## config.mk

```make
export PLATFORM = sky130hd
export DESIGN_NAME = serial_grid_move_commander
export DESIGN_NICKNAME = d
export VERILOG_FILES = /design/src/design/sgmc_pkg.sv /design/src/design/serial_grid_move_commander.sv /design/src/design/sgmc_front.sv /design/src/design/sgmc_queue.sv /design/src/design/sgmc_back.sv
export SDC_FILE = /design/constraint.sdc
export NUM_CORES = 1
export LEC_CHECK = 0
export BUFFER_PORTS_ARGS = -buffer_cell sky130_fd_sc_hd__buf_2
export CAP_MARGIN = 15
export CORE_UTILIZATION = 54
export DETAILED_ROUTE_END_ITERATION = 8
export HOLD_SLACK_MARGIN = 0.1
export PLACE_DENSITY = 0.75
export SLEW_MARGIN = 0
export SYNTH_ARGS = -nofsm -noshare
export SYNTH_HDL_FRONTEND = slang
export SYNTH_SLANG_ARGS = --single-unit
```

## constraint.sdc

```tcl
create_clock -name clk -period 6.6 [get_ports clk]
set_clock_uncertainty 0.05 [all_clocks]
set_input_delay 1.32 -clock clk [delete_from_list [all_inputs] [get_ports clk]]
set_output_delay 1.32 -clock clk [all_outputs]
set_load 0.05 [all_outputs]
```

## src/design/sgmc_pkg.sv

```systemverilog
// ----------------------------------------------------------------------------
// sgmc_pkg
// Shared types, constants and helper functions for the grid move commander.
// ----------------------------------------------------------------------------
package sgmc_pkg;

	localparam int LINE_CHARS_INT = 9;
	localparam int TAKEN_W        = 4;
	localparam logic [TAKEN_W-1:0] LINE_CHARS = TAKEN_W'(LINE_CHARS_INT);

	localparam int ROW_W  = 4;
	localparam int COL_W  = 8;
	localparam int MAG_W  = 9;
	localparam int STEP_W = 16;

	localparam logic [ROW_W-1:0] ROW_COUNT = 4'd10;
	localparam logic [MAG_W-1:0] MAG_MAX   = 9'd511;

	localparam int QDEPTH = 2;
	localparam int QPTR_W = (QDEPTH > 1) ? $clog2(QDEPTH) : 1;
	localparam int QCNT_W = $clog2(QDEPTH + 1);

	localparam logic [7:0] CH_NUL   = 8'h00;
	localparam logic [7:0] CH_HT    = 8'h09;
	localparam logic [7:0] CH_LF    = 8'h0A;
	localparam logic [7:0] CH_VT    = 8'h0B;
	localparam logic [7:0] CH_FF    = 8'h0C;
	localparam logic [7:0] CH_CR    = 8'h0D;
	localparam logic [7:0] CH_SPACE = 8'h20;
	localparam logic [7:0] CH_PLUS  = 8'h2B;
	localparam logic [7:0] CH_MINUS = 8'h2D;
	localparam logic [7:0] CH_ZERO  = 8'h30;
	localparam logic [7:0] CH_NINE  = 8'h39;
	localparam logic [7:0] CH_UA    = 8'h41;
	localparam logic [7:0] CH_UJ    = 8'h4A;
	localparam logic [7:0] CH_LA    = 8'h61;
	localparam logic [7:0] CH_LJ    = 8'h6A;

	localparam logic [7:0] STEPS_RESET = 8'd10;
	localparam logic [7:0] COLS_RESET  = 8'd20;

	typedef enum logic {
		REG_STEPS_PER_CELL = 1'b0,
		REG_COLUMN_COUNT   = 1'b1
	} reg_idx_t;

	typedef enum logic [2:0] {
		PH_SKIP1,
		PH_SKIP2,
		PH_SIGN,
		PH_DIGITS,
		PH_DONE,
		PH_DEAD
	} phase_t;

	typedef enum logic {
		SEG_ROW,
		SEG_COL
	} seg_t;

	typedef struct packed {
		logic [ROW_W-1:0] row;
		logic [COL_W-1:0] col;
	} move_cmd_t;

	typedef struct packed {
		logic      push;
		move_cmd_t cmd;
	} cmd_push_t;

	function automatic logic is_blank(input logic [7:0] c);
		return (c == CH_SPACE) || (c == CH_HT) || (c == CH_VT) || (c == CH_FF);
	endfunction

	function automatic logic is_digit(input logic [7:0] c);
		return (c >= CH_ZERO) && (c <= CH_NINE);
	endfunction

endpackage

```

## src/design/serial_grid_move_commander.sv

```systemverilog
// ----------------------------------------------------------------------------
// serial_grid_move_commander
// Byte-serial grid move parser with a row and column segment generator.
// ----------------------------------------------------------------------------
// The block takes one received byte per cycle on the s side. Each line
// (ended by CR or LF) of the form "<row letter A-J> <signed column>" that
// lands inside the grid yields up to two move segments on the m side: the
// row move first, then the column move, the last one marked by tlast. The
// parser handles each byte as it arrives; a finished line goes through a
// two-entry command queue, and the segment generator emits at most two
// segments per line, or none for a queued line that moves nothing, so lines
// that arrive faster than the generator drains them fill the queue
// and only then hold s_tready low. Results sit in an output register, so a
// stalled m side does not stop byte intake until the queue is full.
// ----------------------------------------------------------------------------
module serial_grid_move_commander (
	input  logic        clk,
	input  logic        arst_n,
	input  logic        s_tvalid,
	output logic        s_tready,
	input  logic [7:0]  s_tdata,   // [7:0] rx_char
	output logic        m_tvalid,
	input  logic        m_tready,
	output logic [23:0] m_tdata,   // [0] axis, [1] direction, [17:2] step_count, rest zero
	output logic        m_tlast,
	input  logic        cfg_we,
	input  logic        cfg_index,
	input  logic [7:0]  cfg_data
);
	import sgmc_pkg::*;

	logic [7:0]         steps_q, cols_q;
	logic               beat, q_full, head_valid, pop;
	cmd_push_t          push;
	move_cmd_t          head;
	logic               axis, direction;
	logic [STEP_W-1:0]  step_count;

	always_ff @(posedge clk or negedge arst_n) begin
		if (!arst_n) begin
			steps_q <= STEPS_RESET;
			cols_q  <= COLS_RESET;
		end else if (cfg_we) begin
			case (reg_idx_t'(cfg_index))
				REG_STEPS_PER_CELL: steps_q <= cfg_data;
				REG_COLUMN_COUNT:   cols_q  <= cfg_data;
				default:            steps_q <= steps_q;
			endcase
		end
	end

	assign s_tready = !q_full;
	assign beat     = s_tvalid && s_tready;

	sgmc_front u_front (
		.clk          (clk),
		.arst_n       (arst_n),
		.beat         (beat),
		.rx_char      (s_tdata),
		.column_count (cols_q),
		.push_out     (push)
	);

	sgmc_queue u_queue (
		.clk        (clk),
		.arst_n     (arst_n),
		.push_in    (push),
		.pop        (pop),
		.head       (head),
		.head_valid (head_valid),
		.full       (q_full)
	);

	sgmc_back u_back (
		.clk            (clk),
		.arst_n         (arst_n),
		.head           (head),
		.head_valid     (head_valid),
		.pop            (pop),
		.steps_per_cell (steps_q),
		.out_valid      (m_tvalid),
		.out_ready      (m_tready),
		.out_axis       (axis),
		.out_direction  (direction),
		.out_steps      (step_count),
		.out_last       (m_tlast)
	);

	assign m_tdata = {6'b0, step_count, direction, axis};

	// The parser never pushes into a full queue.
	a_no_overflow: assert property (@(posedge clk) disable iff (!arst_n)
		push.push |-> !q_full)
		else $error("command pushed into a full queue");

	// A segment that does not end its line is always the row move.
	a_row_first: assert property (@(posedge clk) disable iff (!arst_n)
		(m_tvalid && !m_tlast) |-> !m_tdata[0])
		else $error("non-final segment on the column axis");

	// A row segment not ending its line is followed by the column segment.
	a_col_follows: assert property (@(posedge clk) disable iff (!arst_n)
		(m_tvalid && m_tready && !m_tlast) |=> (head_valid || m_tvalid))
		else $error("column segment lost after a row segment");

	// Moves have a nonzero distance, so steps are nonzero unless the scale is.
	a_nonzero_steps: assert property (@(posedge clk) disable iff (!arst_n)
		(m_tvalid && steps_q != 8'd0) |-> (step_count != '0))
		else $error("zero-length segment emitted");

endmodule

```

## src/design/sgmc_front.sv

```systemverilog
// ----------------------------------------------------------------------------
// sgmc_front
// Line parser: takes one byte per beat and hands each valid line to the queue.
// ----------------------------------------------------------------------------
module sgmc_front (
	input  logic                clk,
	input  logic                arst_n,
	input  logic                beat,
	input  logic [7:0]          rx_char,
	input  logic [7:0]          column_count,
	output sgmc_pkg::cmd_push_t push_out
);
	import sgmc_pkg::*;

	phase_t               phase_q, phase_nxt;
	logic [TAKEN_W-1:0]   taken_q, taken_nxt;
	logic [ROW_W-1:0]     row_q, row_nxt;
	logic                 row_ok_q, row_ok_nxt;
	logic [MAG_W-1:0]     mag_q, mag_nxt;
	logic                 neg_q, neg_nxt;

	logic                 eol;
	logic [MAG_W+3:0]     mag_acc;
	logic [MAG_W-1:0]     mag_add;
	logic [7:0]           letter_off_u, letter_off_l;
	logic                 number, col_ok;

	assign eol = (rx_char == CH_LF) || (rx_char == CH_CR);

	// mag * 10 + digit, saturated so large columns stay out of range.
	assign mag_acc = ({4'b0, mag_q} << 3) + ({4'b0, mag_q} << 1)
		+ {{(MAG_W){1'b0}}, rx_char[3:0]};
	assign mag_add = (mag_acc > {4'b0, MAG_MAX}) ? MAG_MAX : mag_acc[MAG_W-1:0];

	assign letter_off_u = rx_char - CH_UA;
	assign letter_off_l = rx_char - CH_LA;

	always_comb begin
		phase_nxt  = phase_q;
		taken_nxt  = taken_q;
		row_nxt    = row_q;
		row_ok_nxt = row_ok_q;
		mag_nxt    = mag_q;
		neg_nxt    = neg_q;
		if (beat) begin
			if (eol) begin
				if (taken_q != '0) begin
					phase_nxt  = PH_SKIP1;
					taken_nxt  = '0;
					row_nxt    = '0;
					row_ok_nxt = 1'b0;
					mag_nxt    = '0;
					neg_nxt    = 1'b0;
				end
			end else if (taken_q < LINE_CHARS) begin
				taken_nxt = taken_q + 1'b1;
				case (phase_q)
					PH_SKIP1: begin
						if (rx_char == CH_NUL) begin
							phase_nxt = PH_DEAD;
						end else if (!is_blank(rx_char)) begin
							if (rx_char >= CH_UA && rx_char <= CH_UJ) begin
								row_nxt    = letter_off_u[ROW_W-1:0];
								row_ok_nxt = 1'b1;
							end else if (rx_char >= CH_LA && rx_char <= CH_LJ) begin
								row_nxt    = letter_off_l[ROW_W-1:0];
								row_ok_nxt = 1'b1;
							end
							phase_nxt = PH_SKIP2;
						end
					end
					PH_SKIP2: begin
						if (is_blank(rx_char)) begin
							phase_nxt = PH_SKIP2;
						end else if (rx_char == CH_PLUS || rx_char == CH_MINUS) begin
							neg_nxt   = (rx_char == CH_MINUS);
							phase_nxt = PH_SIGN;
						end else if (is_digit(rx_char)) begin
							mag_nxt   = mag_add;
							phase_nxt = PH_DIGITS;
						end else begin
							phase_nxt = PH_DEAD;
						end
					end
					PH_SIGN: begin
						if (is_digit(rx_char)) begin
							mag_nxt   = mag_add;
							phase_nxt = PH_DIGITS;
						end else begin
							phase_nxt = PH_DEAD;
						end
					end
					PH_DIGITS: begin
						if (is_digit(rx_char)) begin
							mag_nxt = mag_add;
						end else begin
							phase_nxt = PH_DONE;
						end
					end
					default: begin
						phase_nxt = phase_q;
					end
				endcase
			end
		end
	end

	// A line counts only with a number, a real row letter and a column in range.
	assign number = (phase_q == PH_DIGITS) || (phase_q == PH_DONE);
	assign col_ok = (!neg_q || mag_q == '0) && (mag_q < {1'b0, column_count});

	always_comb begin
		push_out.push    = beat && eol && (taken_q != '0) && number && row_ok_q
			&& (row_q < ROW_COUNT) && col_ok;
		push_out.cmd.row = row_q;
		push_out.cmd.col = mag_q[COL_W-1:0];
	end

	always_ff @(posedge clk or negedge arst_n) begin
		if (!arst_n) begin
			phase_q  <= PH_SKIP1;
			taken_q  <= '0;
			row_q    <= '0;
			row_ok_q <= 1'b0;
			mag_q    <= '0;
			neg_q    <= 1'b0;
		end else begin
			phase_q  <= phase_nxt;
			taken_q  <= taken_nxt;
			row_q    <= row_nxt;
			row_ok_q <= row_ok_nxt;
			mag_q    <= mag_nxt;
			neg_q    <= neg_nxt;
		end
	end

endmodule

```

## src/design/sgmc_queue.sv

```systemverilog
// ----------------------------------------------------------------------------
// sgmc_queue
// Short command queue between the parser and the segment generator.
// ----------------------------------------------------------------------------
module sgmc_queue (
	input  logic                clk,
	input  logic                arst_n,
	input  sgmc_pkg::cmd_push_t push_in,
	input  logic                pop,
	output sgmc_pkg::move_cmd_t head,
	output logic                head_valid,
	output logic                full
);
	import sgmc_pkg::*;

	move_cmd_t           slot_q [QDEPTH];
	logic [QPTR_W-1:0]   wr_ptr_q, rd_ptr_q;
	logic [QCNT_W-1:0]   count_q;
	logic                do_pop;

	assign head_valid = (count_q != '0);
	assign full       = (count_q == QCNT_W'(QDEPTH));
	assign head       = slot_q[rd_ptr_q];
	assign do_pop     = pop && head_valid;

	always_ff @(posedge clk) begin
		if (push_in.push) begin
			slot_q[wr_ptr_q] <= push_in.cmd;
		end
	end

	always_ff @(posedge clk or negedge arst_n) begin
		if (!arst_n) begin
			wr_ptr_q <= '0;
			rd_ptr_q <= '0;
			count_q  <= '0;
		end else begin
			if (push_in.push) begin
				wr_ptr_q <= (wr_ptr_q == QPTR_W'(QDEPTH - 1)) ? '0 : wr_ptr_q + 1'b1;
			end
			if (do_pop) begin
				rd_ptr_q <= (rd_ptr_q == QPTR_W'(QDEPTH - 1)) ? '0 : rd_ptr_q + 1'b1;
			end
			count_q <= count_q + QCNT_W'(push_in.push) - QCNT_W'(do_pop);
		end
	end

endmodule

```

## src/design/sgmc_back.sv

```systemverilog
// ----------------------------------------------------------------------------
// sgmc_back
// Segment generator: turns queued targets into row and column moves.
// ----------------------------------------------------------------------------
module sgmc_back (
	input  logic                    clk,
	input  logic                    arst_n,
	input  sgmc_pkg::move_cmd_t     head,
	input  logic                    head_valid,
	output logic                    pop,
	input  logic [7:0]              steps_per_cell,
	output logic                    out_valid,
	input  logic                    out_ready,
	output logic                    out_axis,
	output logic                    out_direction,
	output logic [sgmc_pkg::STEP_W-1:0] out_steps,
	output logic                    out_last
);
	import sgmc_pkg::*;

	seg_t               seg_q, seg_nxt;
	logic [ROW_W-1:0]   pos_row_q;
	logic [COL_W-1:0]   pos_col_q;

	logic               valid_q, axis_q, dir_q, last_q;
	logic [STEP_W-1:0]  steps_q;

	logic               slot_free, row_nz, col_nz, do_row, col_phase;
	logic               emit, emit_axis, emit_dir, emit_last;
	logic [COL_W-1:0]   row_dist, col_dist, diff;

	assign slot_free = !valid_q || out_ready;
	assign row_nz    = head.row != pos_row_q;
	assign col_nz    = head.col != pos_col_q;
	assign do_row    = head_valid && (seg_q == SEG_ROW) && row_nz;
	assign col_phase = head_valid && !do_row;

	assign row_dist = (head.row > pos_row_q)
		? {{(COL_W-ROW_W){1'b0}}, head.row - pos_row_q}
		: {{(COL_W-ROW_W){1'b0}}, pos_row_q - head.row};
	assign col_dist = (head.col > pos_col_q) ? head.col - pos_col_q : pos_col_q - head.col;

	// Outputs of the segment sequencer.
	always_comb begin
		emit      = 1'b0;
		emit_axis = 1'b0;
		emit_dir  = 1'b0;
		emit_last = 1'b0;
		diff      = row_dist;
		pop       = 1'b0;
		if (do_row) begin
			emit      = slot_free;
			emit_dir  = head.row > pos_row_q;
			emit_last = !col_nz;
			pop       = slot_free && !col_nz;
		end else if (col_phase) begin
			emit      = slot_free && col_nz;
			emit_axis = 1'b1;
			emit_dir  = head.col > pos_col_q;
			emit_last = 1'b1;
			diff      = col_dist;
			pop       = slot_free || !col_nz;
		end
	end

	// Next state: the column move follows a row move that left one pending.
	always_comb begin
		seg_nxt = seg_q;
		case (seg_q)
			SEG_ROW: begin
				if (do_row && slot_free && col_nz) begin
					seg_nxt = SEG_COL;
				end
			end
			SEG_COL: begin
				if (pop) begin
					seg_nxt = SEG_ROW;
				end
			end
			default: begin
				seg_nxt = SEG_ROW;
			end
		endcase
	end

	always_ff @(posedge clk or negedge arst_n) begin
		if (!arst_n) begin
			seg_q     <= SEG_ROW;
			pos_row_q <= '0;
			pos_col_q <= '0;
			valid_q   <= 1'b0;
		end else begin
			seg_q <= seg_nxt;
			if (emit && !emit_axis) begin
				pos_row_q <= head.row;
			end
			if (emit && emit_axis) begin
				pos_col_q <= head.col;
			end
			if (emit) begin
				valid_q <= 1'b1;
			end else if (out_ready) begin
				valid_q <= 1'b0;
			end
		end
	end

	always_ff @(posedge clk) begin
		if (emit) begin
			axis_q  <= emit_axis;
			dir_q   <= emit_dir;
			last_q  <= emit_last;
			steps_q <= STEP_W'(diff) * STEP_W'(steps_per_cell);
		end
	end

	assign out_valid     = valid_q;
	assign out_axis      = axis_q;
	assign out_direction = dir_q;
	assign out_steps     = steps_q;
	assign out_last      = last_q;

endmodule
```

==> reports/results.ini <==
[timing]
final-setup-viol-count = 0
period_needed_ps = 6494
slew-limit-headroom = 0.2983
max_freq_mhz = 154.0
hold_violations = 0
drv_slew = 0
finalCritPeriodShare = 0.9839
fin_setup_tns_ps = 0
worst_slew_pin_slew_ps = 1049
rsz0062_at_grt = yes

[drt]
via_count = 6170
drtAntennaViolNets = 0
viasPerCell = 5.724
drt_pass1_iterations = 7
wl_per_cell_microns = 15.94
wl_microns = 17190
drc_errors = 2
drtIter0Drc = 267

[yosys]
netlist_instances = 815
synth_area_sq_um = 8210
synth_edf_count = 43
avgSynthCellArea_sq_um = 10.07
yosysUniqueCellTypes = 72
synthFlopType = dfrtp_1
synth-async-reset-ratio = 0.5657
yosys_warnings = 0
synth-seq-area-share = 0.3286
ys_seq_elements = 99

[clock_network]
clock-root-buffer = clkbuf_16
ctsHoldBuffers = 0
cts_htree_levels = 3
cts_buffer_depth = 2
tritoncts = built
cts_buffers = 9
cts.sinks = 99
clk_latency_ps = 360
path_clk_slew_ps = 70

[layout]
layout-drive-gt1-share = 0.2315
syn2layout_area_growth_pct = 16.64
mostFrequentLayoutCells = 95 x inv_1, 82 x ha_1, 53 x a21oi_1
layout_commonest_cell = inv_1
final_cells = 1078
post-route-util = 0.6515
nets = 1044
antennaDiodeCount = 0

[global_route]
gr-usage-all-layers = 0.2275
grt_start_max_net_pins = 57
antenna_found_initial = 0
grt-ovfl-total = 0
grt_pass1_wl_microns = 28480
grt_pass1_vias = 6011

[worst_setup_path]
critPathArrivalTime_ps = 6550
cp.required_ps = 6660
path_class = register to register
start_kind = register
end_kind = register
cp_max_fo = 7

[place]
gp_congestion = 0.9030
portBuffers = 42
hpwl_microns = 12950
placedCellCount = 1047

[floorplan]
start_util = 0.5586
fp.dieH_microns = 125.3
die_w_microns = 125.3
rows = 44
num_io_pins = 49
die_area_sq_um = 15700
core_area_sq_um = 14700

[status]
status = complete, but fails checks
failed_checks = DRC

[min_path]
min_path_type = register to register

[run]
maxCapViolations = 0

[final timing paths]
check | to | slack, ps | start | cells past startpoint
min reg2reg | u_queue.count_q[1]$_DFF_PN0_ | 450 | u_queue.count_q[1]$_DFF_PN0_ | 1
min in group asynchronous | u_front.taken_q[3]$_DFFE_PN0P_ | 1030 | arst_n | 2
max | u_back.out_steps[15]$_DFFE_PP_ | 110 | u_queue.rd_ptr_q$_DFFE_PN0P_ | 27
max reg2reg | u_back.out_steps[15]$_DFFE_PP_ | 110 | u_queue.rd_ptr_q$_DFFE_PN0P_ | 27
max in group asynchronous | u_queue.rd_ptr_q$_DFFE_PN0P_ | 4970 | arst_n | 2
min | u_queue.count_q[1]$_DFF_PN0_ | 450 | u_queue.count_q[1]$_DFF_PN0_ | 1
[worst max-delay path, cell delays in order, from the launching register on]
cell,delay [ps]
dfrtp_2,450
buf_4,150
buf_6,130
mux2i_4,190
ha_1,330
buf_4,180
a21o_1,210
a21o_1,200
a221oi_2,310
nor3_2,90
nor3_2,230
nor3b_2,90
fa_1,520
inv_2,40
fa_1,550
inv_2,40
fa_1,490
inv_2,40
fa_1,490
inv_2,50
ha_4,250
o21a_1,120
o31a_1,170
o31a_1,200
o211ai_1,110
buf_4,170
a2111oi_4,320
nor3_1,90
[cell usage after synthesis, drive strengths merged, types with 10 or more instances]
cell	number	area (sq um)
dfrtp	52	1301
inv	104	390.4
xnor2	15	131.4
nand3	14	75.07
clkbuf	12	45.04
nor2	51	191.4
mux2i	18	180.2
fa	42	840.8
buf	19	135.1
mux2	22	247.7
o21a	10	75.07
ha	91	1139
edfxtp	43	1291
nor3	16	91.34
and2	21	131.4
a21oi	59	295.3
nand2	31	116.4
o21ai	27	138.9
[per-layer routing]
layer	GRT usage	share of wire	up-vias
met2	0.4019	0.50	120
li1	-	-	3023
met3	0.03081	0.030	24
met1	0.2871	0.45	3003
met5	0	0	-
met4	0.07676	0.017	0
[per-stage QoR]
| stage | worst slack [ps] | hold WS, ps | cell area [sq um] |
|---|---|---|---|
| 3_3_place_gp | 13.04 | 422.1 | 8772 |
| 3_5_place_dp | -101.6 | 427.7 | 8772 |
| 5_1_grt | -252.4 | 471.0 | 9577 |
| 4_1_cts | 18.84 | 455.6 | 9165 |
| 2_1_floorplan | 8.621 | 385.7 | 8284 |
| 6_report | 106.2 | 449.3 | 9577 |
[registers in the layout, summed over array words and instances, names as in the netlist, 2 cells and up]
register,count
u_queue.slot_q,24
u_back.out_steps,16
u_front.mag_q,9
cols_q,8
steps_q,8
u_back.pos_col_q,8
u_back.pos_row_q,4
u_front.row_q,4
u_front.taken_q,4
u_front.phase_q,3
u_queue.count_q,2
[timing repair]
action,CTS,global route
gates resized for setup,7,75
endpoints found under the hold margin,0,0
setup buffers,1,16
pin swaps,1,39
endpoints found under the setup margin,4,6
[area by class of cell]
class / count / area [sq um]
Inverter: 105 / 397.9
Fill cell: 1135 / 5122
Clock buffer: 9 / 225.2
Tap cell: 184 / 230.2
Multi-Input combinational cell: 585 / 5300
Sequential cell: 99 / 2699
Timing Repair Buffer: 89 / 590.6
Clock inverter: 7 / 133.9
[logic make-up after synthesis]
logic type / share of synthesized area
mux: 0.05212
xor+xnor: 0.02134
compound gates: 0.1446
simple gates: 0.1419
fa+ha+maj: 0.2411
flops: 0.3286
buf+inv: 0.06995
other cells: 0.0004567
Power is left out: the tool's default activity adds up to more than one toggle a clock period on the data nets, which glitch-free logic cannot reach.
